$ cat src/sv/mtma_pkg.sv
// ----------------------------------------------------------------------------
// mtma_pkg
// Shared types and constants for the median / moving average filter.
// ----------------------------------------------------------------------------
`timescale 1ns / 1ps
`default_nettype none

package mtma_pkg;

	localparam int SAMPLE_W = 10;
	localparam int FRAC_W   = 4;
	localparam int FILT_W   = 14;

	typedef logic [SAMPLE_W-1:0] sample_t;
	typedef logic [FILT_W-1:0]   filt_t;

	typedef enum logic [2:0] {
		ST_IDLE,
		ST_RANK,
		ST_AVG,
		ST_MUL,
		ST_QUO,
		ST_DONE
	} state_t;

	typedef struct packed {
		logic in_ready;
		logic rank_en;
		logic avg_en;
		logic mul_en;
		logic quo_en;
		logic out_load;
	} ctrl_t;

endpackage

`default_nettype wire

$ cat src/sv/mtma_rank_unit.sv
// ----------------------------------------------------------------------------
// mtma_rank_unit
// Stable rank of one window entry against the whole window; flags the entry
// that lands on the median position of the sorted order.
// ----------------------------------------------------------------------------
`timescale 1ns / 1ps
`default_nettype none

module mtma_rank_unit #(
	parameter int MED_DEPTH = 5
) (
	input  mtma_pkg::sample_t                     win [MED_DEPTH],
	input  logic [((MED_DEPTH > 1) ? $clog2(MED_DEPTH) : 1)-1:0] idx,
	output mtma_pkg::sample_t                     cand,
	output logic                                  is_mid
);
	import mtma_pkg::*;

	localparam int IW = (MED_DEPTH > 1) ? $clog2(MED_DEPTH) : 1;

	logic [IW:0] cnt;

	assign cand = win[idx];

	// ties broken by position so every entry gets a distinct rank
	always_comb begin
		cnt = '0;
		for (int j = 0; j < MED_DEPTH; j++) begin
			if ((win[j] < cand) || ((win[j] == cand) && (IW'(j) < idx))) begin
				cnt = cnt + (IW+1)'(1);
			end
		end
	end

	assign is_mid = (cnt == (IW+1)'(MED_DEPTH / 2));

endmodule

`default_nettype wire

$ cat src/sv/mtma_recip_mul.sv
// ----------------------------------------------------------------------------
// mtma_recip_mul
// Shared multiplier: total * 16 / AVG_DEPTH by an exact reciprocal product,
// product registered, quotient taken from the upper bits.
// ----------------------------------------------------------------------------
`timescale 1ns / 1ps
`default_nettype none

module mtma_recip_mul #(
	parameter int AVG_DEPTH = 8
) (
	input  logic            clk,
	input  logic            load,
	input  mtma_pkg::filt_t total,
	output mtma_pkg::filt_t quotient
);
	import mtma_pkg::*;

	localparam int NUM_W = FILT_W + FRAC_W;
	localparam int LOG_D = $clog2(AVG_DEPTH);
	localparam int SH    = NUM_W + LOG_D;
	localparam int PW    = NUM_W + SH + 1;
	// ceil(2^SH / D): exact floor division for any numerator below 2^NUM_W
	localparam logic [SH:0] RECIP =
		(SH+1)'(((64'd1 << SH) + 64'(AVG_DEPTH) - 64'd1) / 64'(AVG_DEPTH));

	logic [NUM_W-1:0] num;
	logic [PW-1:0]    prod_q;

	assign num = {total, {FRAC_W{1'b0}}};

	always_ff @(posedge clk) begin
		if (load) begin
			prod_q <= PW'(num) * PW'(RECIP);
		end
	end

	assign quotient = prod_q[SH+FILT_W-1:SH];

endmodule

`default_nettype wire

$ cat src/sv/median_then_moving_average_filter.sv
// ----------------------------------------------------------------------------
// median_then_moving_average_filter
// Two-channel median filter followed by a moving average, 4 fraction bits.
// ----------------------------------------------------------------------------
//  channel  signals                                   dir
//  in       in_valid, in_ready, east_sample, west_sample   in
//  out      out_valid, out_ready, east_filtered, west_filtered out
//
//  A request is accepted only from idle: the rank unit checks one window
//  entry per cycle per channel, then the add, multiply and quotient steps
//  run once per channel, before the result load and the return to idle.
//  A finished result sits in the output register; the next request is taken
//  while it waits, and only the final load stalls on out_ready.
//  Reset clears all windows, slots and totals at once.
// ----------------------------------------------------------------------------
`timescale 1ns / 1ps
`default_nettype none

module median_then_moving_average_filter #(
	parameter int MED_DEPTH = 5,
	parameter int AVG_DEPTH = 8
) (
	input  logic              clk,
	input  logic              arst_n,
	input  logic              in_valid,
	output logic              in_ready,
	input  mtma_pkg::sample_t east_sample,
	input  mtma_pkg::sample_t west_sample,
	output logic              out_valid,
	input  logic              out_ready,
	output mtma_pkg::filt_t   east_filtered,
	output mtma_pkg::filt_t   west_filtered
);
	import mtma_pkg::*;

	localparam int MIW = (MED_DEPTH > 1) ? $clog2(MED_DEPTH) : 1;
	localparam int AW  = (AVG_DEPTH > 1) ? $clog2(AVG_DEPTH) : 1;

	state_t  state_q, state_nxt;
	ctrl_t   ctl;

	sample_t        med_win_q [2][MED_DEPTH];
	logic [MIW-1:0] med_slot_q [2];
	logic           med_full_q [2];
	sample_t        avg_win_q [2][AVG_DEPTH];
	logic [AW-1:0]  avg_slot_q [2];
	filt_t          tot_q [2];
	logic           avg_full_q [2];

	sample_t        samp_q [2];
	sample_t        med_q [2];
	filt_t          res_q [2];
	logic           pass_q;
	logic           ch_q;
	logic [MIW-1:0] idx_q;
	logic           out_valid_q;

	sample_t        in_samp [2];
	sample_t        rank_win [MED_DEPTH];
	sample_t        cand;
	logic           is_mid;
	sample_t        avg_v;
	sample_t        avg_old;
	filt_t          tot_nxt;
	filt_t          quotient;

	assign in_samp[0] = east_sample;
	assign in_samp[1] = west_sample;

	always_comb begin
		for (int i = 0; i < MED_DEPTH; i++) begin
			rank_win[i] = med_win_q[ch_q][i];
		end
	end

	mtma_rank_unit #(
		.MED_DEPTH(MED_DEPTH)
	) u_rank (
		.win    (rank_win),
		.idx    (idx_q),
		.cand   (cand),
		.is_mid (is_mid)
	);

	mtma_recip_mul #(
		.AVG_DEPTH(AVG_DEPTH)
	) u_mul (
		.clk      (clk),
		.load     (ctl.mul_en),
		.total    (tot_q[ch_q]),
		.quotient (quotient)
	);

	// median stage passes the raw sample through until its window has filled
	assign avg_v   = med_full_q[ch_q] ? med_q[ch_q] : samp_q[ch_q];
	assign avg_old = avg_win_q[ch_q][avg_slot_q[ch_q]];
	assign tot_nxt = avg_full_q[ch_q]
		? (tot_q[ch_q] - FILT_W'(avg_old) + FILT_W'(avg_v))
		: (tot_q[ch_q] + FILT_W'(avg_v));

	// next state
	always_comb begin
		state_nxt = state_q;
		case (state_q)
			ST_IDLE: begin
				if (in_valid) state_nxt = ST_RANK;
			end
			ST_RANK: begin
				if ((idx_q == MIW'(MED_DEPTH - 1)) && ch_q) state_nxt = ST_AVG;
			end
			ST_AVG: state_nxt = ST_MUL;
			ST_MUL: state_nxt = ST_QUO;
			ST_QUO: state_nxt = ch_q ? ST_DONE : ST_AVG;
			ST_DONE: begin
				if (!out_valid_q || out_ready) state_nxt = ST_IDLE;
			end
			default: state_nxt = ST_IDLE;
		endcase
	end

	// control outputs
	always_comb begin
		ctl = '0;
		case (state_q)
			ST_IDLE: ctl.in_ready = 1'b1;
			ST_RANK: ctl.rank_en  = 1'b1;
			ST_AVG:  ctl.avg_en   = 1'b1;
			ST_MUL:  ctl.mul_en   = 1'b1;
			ST_QUO:  ctl.quo_en   = 1'b1;
			ST_DONE: ctl.out_load = !out_valid_q || out_ready;
			default: ctl = '0;
		endcase
	end

	assign in_ready  = ctl.in_ready;
	assign out_valid = out_valid_q;

	always_ff @(posedge clk or negedge arst_n) begin
		if (!arst_n) begin
			state_q     <= ST_IDLE;
			ch_q        <= 1'b0;
			idx_q       <= '0;
			pass_q      <= 1'b0;
			out_valid_q <= 1'b0;
			for (int c = 0; c < 2; c++) begin
				med_slot_q[c] <= '0;
				med_full_q[c] <= 1'b0;
				avg_slot_q[c] <= '0;
				avg_full_q[c] <= 1'b0;
				tot_q[c]      <= '0;
				for (int i = 0; i < MED_DEPTH; i++) med_win_q[c][i] <= '0;
				for (int i = 0; i < AVG_DEPTH; i++) avg_win_q[c][i] <= '0;
			end
		end else begin
			state_q <= state_nxt;

			if (ctl.in_ready && in_valid) begin
				for (int c = 0; c < 2; c++) begin
					med_win_q[c][med_slot_q[c]] <= in_samp[c];
					if (med_slot_q[c] == MIW'(MED_DEPTH - 1)) begin
						med_slot_q[c] <= '0;
						med_full_q[c] <= 1'b1;
					end else begin
						med_slot_q[c] <= med_slot_q[c] + MIW'(1);
					end
				end
			end

			if (ctl.rank_en) begin
				if (idx_q == MIW'(MED_DEPTH - 1)) begin
					idx_q <= '0;
					ch_q  <= ~ch_q;
				end else begin
					idx_q <= idx_q + MIW'(1);
				end
			end

			if (ctl.avg_en) begin
				pass_q                      <= !avg_full_q[ch_q];
				tot_q[ch_q]                 <= tot_nxt;
				avg_win_q[ch_q][avg_slot_q[ch_q]] <= avg_v;
				if (avg_slot_q[ch_q] == AW'(AVG_DEPTH - 1)) begin
					avg_slot_q[ch_q] <= '0;
					avg_full_q[ch_q] <= 1'b1;
				end else begin
					avg_slot_q[ch_q] <= avg_slot_q[ch_q] + AW'(1);
				end
			end

			if (ctl.quo_en) ch_q <= ~ch_q;

			if (ctl.out_load) begin
				out_valid_q <= 1'b1;
			end else if (out_ready) begin
				out_valid_q <= 1'b0;
			end
		end
	end

	// payload registers
	always_ff @(posedge clk) begin
		if (ctl.in_ready && in_valid) begin
			samp_q[0] <= east_sample;
			samp_q[1] <= west_sample;
		end
		if (ctl.rank_en && is_mid) med_q[ch_q] <= cand;
		if (ctl.quo_en) res_q[ch_q] <= pass_q ? {avg_v, {FRAC_W{1'b0}}} : quotient;
		if (ctl.out_load) begin
			east_filtered <= res_q[0];
			west_filtered <= res_q[1];
		end
	end

`ifndef SYNTHESIS
	a_idle_counters: assert property (@(posedge clk) disable iff (!arst_n)
		in_ready |-> (idx_q == '0) && !ch_q)
		else $error("sequencer counters not cleared in idle");

	// average slots move one channel at a time, so they are checked only between requests
	a_lockstep: assert property (@(posedge clk) disable iff (!arst_n)
		(med_slot_q[0] == med_slot_q[1]) && (med_full_q[0] == med_full_q[1])
		&& (!in_ready || (avg_slot_q[0] == avg_slot_q[1])))
		else $error("east and west window positions diverged");

	a_slot_range: assert property (@(posedge clk) disable iff (!arst_n)
		(med_slot_q[0] <= MIW'(MED_DEPTH - 1)) && (avg_slot_q[0] <= AW'(AVG_DEPTH - 1)))
		else $error("window slot out of range");

	a_out_hold: assert property (@(posedge clk) disable iff (!arst_n)
		out_valid && !out_ready |=> out_valid && $stable(east_filtered)
		&& $stable(west_filtered))
		else $error("stalled result changed");
`endif

endmodule

`default_nettype wire
$ cat config.mk
export PLATFORM = sky130hd
export DESIGN_NAME = median_then_moving_average_filter
export DESIGN_NICKNAME = d
export VERILOG_FILES = /design/src/sv/mtma_pkg.sv /design/src/sv/mtma_rank_unit.sv /design/src/sv/mtma_recip_mul.sv /design/src/sv/median_then_moving_average_filter.sv
export SDC_FILE = /design/constraint.sdc
export NUM_CORES = 1
export LEC_CHECK = 0
export BUFFER_PORTS_ARGS = -buffer_cell sky130_fd_sc_hd__buf_4
export CAP_MARGIN = 20
export CORE_AREA = 2 2 278 143
export CTS_BUF_LIST = sky130_fd_sc_hd__clkbuf_2
export DETAILED_ROUTE_END_ITERATION = 16
export DIE_AREA = 0 0 280 145
export GPL_TIMING_DRIVEN = 0
export HOLD_SLACK_MARGIN = 0.03
export PLACE_DENSITY = 0.73
export SYNTH_ARGS = -nofsm -noshare
export SYNTH_HDL_FRONTEND = slang
export SYNTH_SLANG_ARGS = --single-unit
$ cat constraint.sdc
create_clock -name clk -period 19.96 [get_ports clk]
set_input_delay 3.992 -clock clk [delete_from_list [all_inputs] [get_ports clk]]
set_output_delay 3.992 -clock clk [all_outputs]
set_load 0.02 [all_outputs]
# ---- Word level (Yosys, flattened, before mapping)
# Memory sizes are Yosys's and may differ from the RTL's. A register that Yosys moved wholly into a read port is not among the register bits.
# Index checks and enable logic that the tools add are counted.
dict set report word_totals {
  register_bits 326
  latchBits 0
  mem_bits_rw 68
  romBits 0
  in_bits 24
  output_inout_bits 30
  wordCells 208
  memories 3
}
dict set report classes {
  add_sub_neg 11
  n_mul 0
  div 0
  n_lt_le_gt_ge 19
  eq_ne 18
  shift 0
  mux 77
  bitwise_logic 9
  reduce_logical 29
}
# name depth width read_ports rd_clocked_by_memory_dff wr line
set memory_table {}
lappend memory_table {res_q 2 14 2 2 1 median_then_moving_average_filter.sv:52} ;# filt_t res_q [2];
lappend memory_table {med_q 2 10 1 0 1 median_then_moving_average_filter.sv:51} ;# sample_t med_q [2];
lappend memory_table {samp_q 2 10 1 0 2 median_then_moving_average_filter.sv:50} ;# sample_t samp_q [2];
# operator n
set ops {}
lappend ops {{$mux W80} 4}
lappend ops {{$bwmux W160} 1}
lappend ops {{$mux W50} 3}
lappend ops {{$bwmux W50} 2}
lappend ops {{$demux W10 S3} 3}
lappend ops {{$mux W14} 6}
lappend ops {{$demux W80 S1} 1}
lappend ops {{$mux W10} 8}
lappend ops {{$bmux W10 S3} 2}
lappend ops {{$eq A10 B10 Y1} 5}
lappend ops {{$lt A10 B10 Y1} 5}
lappend ops {{$mux W3} 11}
lappend ops {{$add A14 B10 Y14} 2}
lappend ops {{$bwmux W28} 1}
lappend ops {{$mux W1} 25}
lappend ops {{$eq A3 B3 Y1 const B} 6}
lappend ops {{$pmux W3 S6} 1}
lappend ops {{$ge A4 B4 Y1 const B} 4}
lappend ops {{$mux W4} 4}
lappend ops {{$not A3 Y4} 4}
lappend ops {{$demux W14 S1} 1}
lappend ops {{$sub A14 B10 Y14} 1}
lappend ops {{$add A3 B1 Y3 const B} 4}
lappend ops {{$add A4 B1 Y4 const B} 3}
lappend ops {{other kinds (27)} 56}

# ---- Longest topological paths before layout
dict set report depth {
  depth_word 23
  ltp_mapped 24
  mapped_depth_nobuf 22
}

# ---- Hierarchy
# From an unflattened synthesis, not the netlist that was laid out.
dict set report hier_totals {
  cells_unflattened 1742
  hier_area_um2 21469.3
}
# mod instances cells_per_inst area_per_inst_um2 seq_area_each_um2
set modules_own_cells {}
lappend modules_own_cells {median_then_moving_average_filter 1 1495 19268.5 10715.3}
lappend modules_own_cells {mtma_rank_unit 1 232 1799.2 0.0}
lappend modules_own_cells {mtma_recip_mul 1 15 401.6 390.4}

# ---- Worst setup path after synthesis
# OpenSTA, ideal clock, no wires.
dict set report synth_timing {
  path_type {in2reg}
  from {input port out_ready}
  to {register east_filtered[10] (read register of res_q) (enable)}
  setup_time_ps 447
  arrival_time_ps 6069
  t_required_ps 19513
  slack_ps 13444
  stages 2
  n_path_buf 0
  path_cell_list {nand2b_1 > nor3b_1}
}
# item line
set synth_lines {}
lappend synth_lines {{start: declaration} median_then_moving_average_filter.sv:30} ;# input logic out_ready,
lappend synth_lines {{end: declaration} median_then_moving_average_filter.sv:31} ;# output mtma_pkg::filt_t east_filtered,

# ---- Final worst setup path
dict set report layout_timing {
  from {register ch_q}
  to {memory med_q[1][2] in the netlist's numbering (enable)}
}
dict set report layout_between {
  elab_chain_cells 23
  word_cells_on_any_way 40
  classes_between {add/sub: 4; order compare: 5; eq/ne: 6; mux: 13; bitwise: 1; reduce/logical: 11}
}
# item line
set layout_lines {}
lappend layout_lines {{start: declaration} median_then_moving_average_filter.sv:54} ;# logic ch_q;
lappend layout_lines {{start signal: assignment} median_then_moving_average_filter.sv:172} ;# ch_q <= ~ch_q;
lappend layout_lines {{start signal: assignment} median_then_moving_average_filter.sv:190} ;# if (ctl.quo_en) ch_q <= ~ch_q;
lappend layout_lines {{branches (longest 23 deep; another with $lt A10 B10 Y1)} n/a}
lappend layout_lines {{end: declaration} median_then_moving_average_filter.sv:51}
# Several ways; the timed one is not identified. The select of a mux whose other input is x is not followed.

==> flow_summary.json <==
{
  "outcome": "completed",
  "slew_viol_final": 0,
  "wirelength_mm": 61.0,
  "worstPathCellList": "buf_4, clkbuf_1, mux2_2, a22o_1, nor4_1, buf_2, ha_1, nand4_1, or2_2, nor2_1, nor2_1, o211ai_1, o31ai_1, ha_1, xor2_2, inv_1, ha_1, mux2_2, ha_1, nand2_1, nor3_1, a211oi_2, nor4bb_4, buf_6",
  "die_area_um2": 40600,
  "fin_crit_ns": 7.56,
  "fillCellCount": 3137,
  "start_kind": "register",
  "globalplace.congestion": 1.06,
  "cts_tree": "yes",
  "final_cells": 2455,
  "core_area_um2": 38200,
  "clkLatencyLatePin_ns": 1.12,
  "cp_num_buf_inv": 5,
  "crit_path_frequent_cell": "ha_1",
  "drtIter0Drc": 1928,
  "rsz0062_at_grt": "no",
  "syn-cell-area_um2": 20700,
  "holdBufCountCts": 0,
  "io-pin-count": 54,
  "ys_seq_area_share_pct": 52.8,
  "final_layout_size_suffix_gt1_share_pct": 28.4,
  "final_common_cell": "dfrtp_1",
  "yosysWarnings": 0,
  "postCtsSetupBuffers": 0,
  "skew_ns": 0.124,
  "syn_to_final_growth_pct": 10.8,
  "ys_ff_latch": 416,
  "hold_class": "reg2reg",
  "rows": 51,
  "worstPathRequired_ns": 20.71,
  "vias": 15037,
  "die_x_um": 280,
  "cts_root_buffer": "clkbuf_2",
  "ys.flop_type": "dfrtp_1",
  "io_buffers": 51,
  "finish.utilization_pct": 60.0,
  "post-route-period-util_pct": 37.9,
  "end_kind": "register",
  "cts_htree_levels": 3,
  "wl_per_cell_um": 24.8,
  "dieHeight_um": 145,
  "grt_overflow": 0,
  "drc_errors": 0,
  "antenna_found_initial": 4,
  "clock_path_buffers": 3,
  "critical_path_class": "reg2reg",
  "setup_tns_ns": 0,
  "postRouteAntennaNets": 0,
  "synth_edf_count": 105,
  "placed_cells": 2274,
  "routed_via_density": 6.13,
  "fin_nets": 1990,
  "hpwl_mm": 44.8,
  "ys_types": 74,
  "crit_path_max_fanout": 10,
  "clk_pin_slew_worst_paths_ns": 0.13,
  "cts_resized": 0,
  "grt_max_degree": 124,
  "grtUsageTotal_pct": 30.2,
  "grt_pass1_vias": 14662,
  "async_flop_share_pct": 74.8,
  "crit_family": "simple AND/OR/NAND/NOR gates",
  "slowest_stage": "clkbuf_1",
  "tightest_slew_ns": 1.13,
  "grt_pass1_wl_mm": 90.6,
  "worst-endpoint-arrival_ns": 8.31,
  "setup_viol": 0,
  "relSlewSlack_pct": 22.5,
  "initial_core_util_pct": 54.2,
  "clkSinkCount": 416,
  "final_cell_mix": "dfrtp_1 (311), mux2_2 (250), nand2_1 (160)",
  "fmax_mhz": 132,
  "drv_cap": 0,
  "numCtsBuffers": 95,
  "synth_cells": 1699,
  "max_stage_delay_ns": 0.81,
  "syn_area_per_cell_um2": 12.2,
  "firstDrtPassIters": 5,
  "hold_viol_final": 0
}
[cell usage after synthesis, drive strengths merged, types with 11 or more instances]
cell type | number | area share [%]
buf | 28 | 0.71
inv | 66 | 1.2
ha | 86 | 5.2
o22ai | 44 | 1.4
a21o | 14 | 0.51
a21oi | 31 | 0.75
nor4 | 15 | 0.82
clkinv | 11 | 0.20
nand4 | 11 | 0.36
xnor2 | 13 | 0.59
edfxtp | 105 | 15
nand3 | 21 | 0.51
mux2i | 116 | 5.6
and3 | 14 | 0.42
fa | 11 | 1.1
nand2b | 13 | 0.39
nor2 | 38 | 0.87
o21ai | 151 | 3.8
nor2b | 18 | 0.54
nand2 | 160 | 2.9
nor3 | 17 | 0.46
clkbuf | 44 | 0.80
dfrtp | 311 | 38
mux2 | 250 | 14
or4 | 12 | 0.44
[state kept, by name (all words and copies together) (netlist names)]
signal	count
res_q	26
state_q	3
avg_slot_q	6
med_full_q	2
med_slot_q	6
west_filtered	13
out_valid	1
u_mul.prod_q	13
pass_q	1
samp_q	20
idx_q	3
avg_full_q	2
med_q	20
east_filtered	13
avg_win_q	160
tot_q	26
med_win_q	100
ch_q	1
[metrics by stage]
stage,hold WS [ns],setup WS (ns),area [um2]
2_1_floorplan,0.400,13.44,20700
3_3_place_gp,0.405,10.64,21700
3_5_place_dp,0.405,12.66,22000
4_1_cts,0.417,12.60,22900
5_1_grt,0.419,12.18,22900
6_report,0.414,12.40,22900
[routing by layer]
| layer | share of wire (%) | GRT usage (%) | vias to the layer above |
|---|---|---|---|
| met5 | 0 | 0 | - |
| met4 | 1.5 | 6.98 | 0 |
| met3 | 12 | 12.2 | 91 |
| met2 | 38 | 37.5 | 695 |
| met1 | 48 | 47.9 | 7676 |
| li1 | - | - | 6575 |
[layout make-up]
cell class                 instances  area [um2]  share of cell area (%)
sequential                       416       10900                    47.7
multi-input combinational       1135        9220                    40.2
clock buffer                     144         721                    3.14
tap                              503         629                    2.74
timing repair buffer              72         613                    2.67
buffer                            72         313                    1.36
inverter                          77         289                    1.26
clock inverter                    34         208                   0.906
antenna                            2        5.00                  0.0218
[worst paths after layout]
| check | start | to | slack (ns) | cells after the start |
|---|---|---|---|---|
| min in group asynchronous | arst_n | med_win_q[36] | 2.86 | 1 |
| max | ch_q | med_q[1][2] | 12.40 | 24 |
| min reg2reg | res_q[0][9] | east_filtered[9] | 0.41 | 0 |
| max in group asynchronous | arst_n | tot_q[26] | 16.01 | 2 |
| min | res_q[0][9] | east_filtered[9] | 0.41 | 0 |
| max reg2reg | ch_q | med_q[1][2] | 12.40 | 24 |
[kinds of logic after synthesis]
family	after synthesis	share of synthesized area, %
AOI/OAI and AO/OA	299	9.02
xor gates and xnor gates	23	1.05
adders and majority gates	97	6.26
buffers and inverters	149	2.90
DFF	416	52.8
muxes	366	19.2
other	1	0.0181
and+or+nand+nor	348	8.69
Power is left out: the tool's default activity adds up to more than one toggle a clock period on the data nets, which glitch-free logic cannot reach.
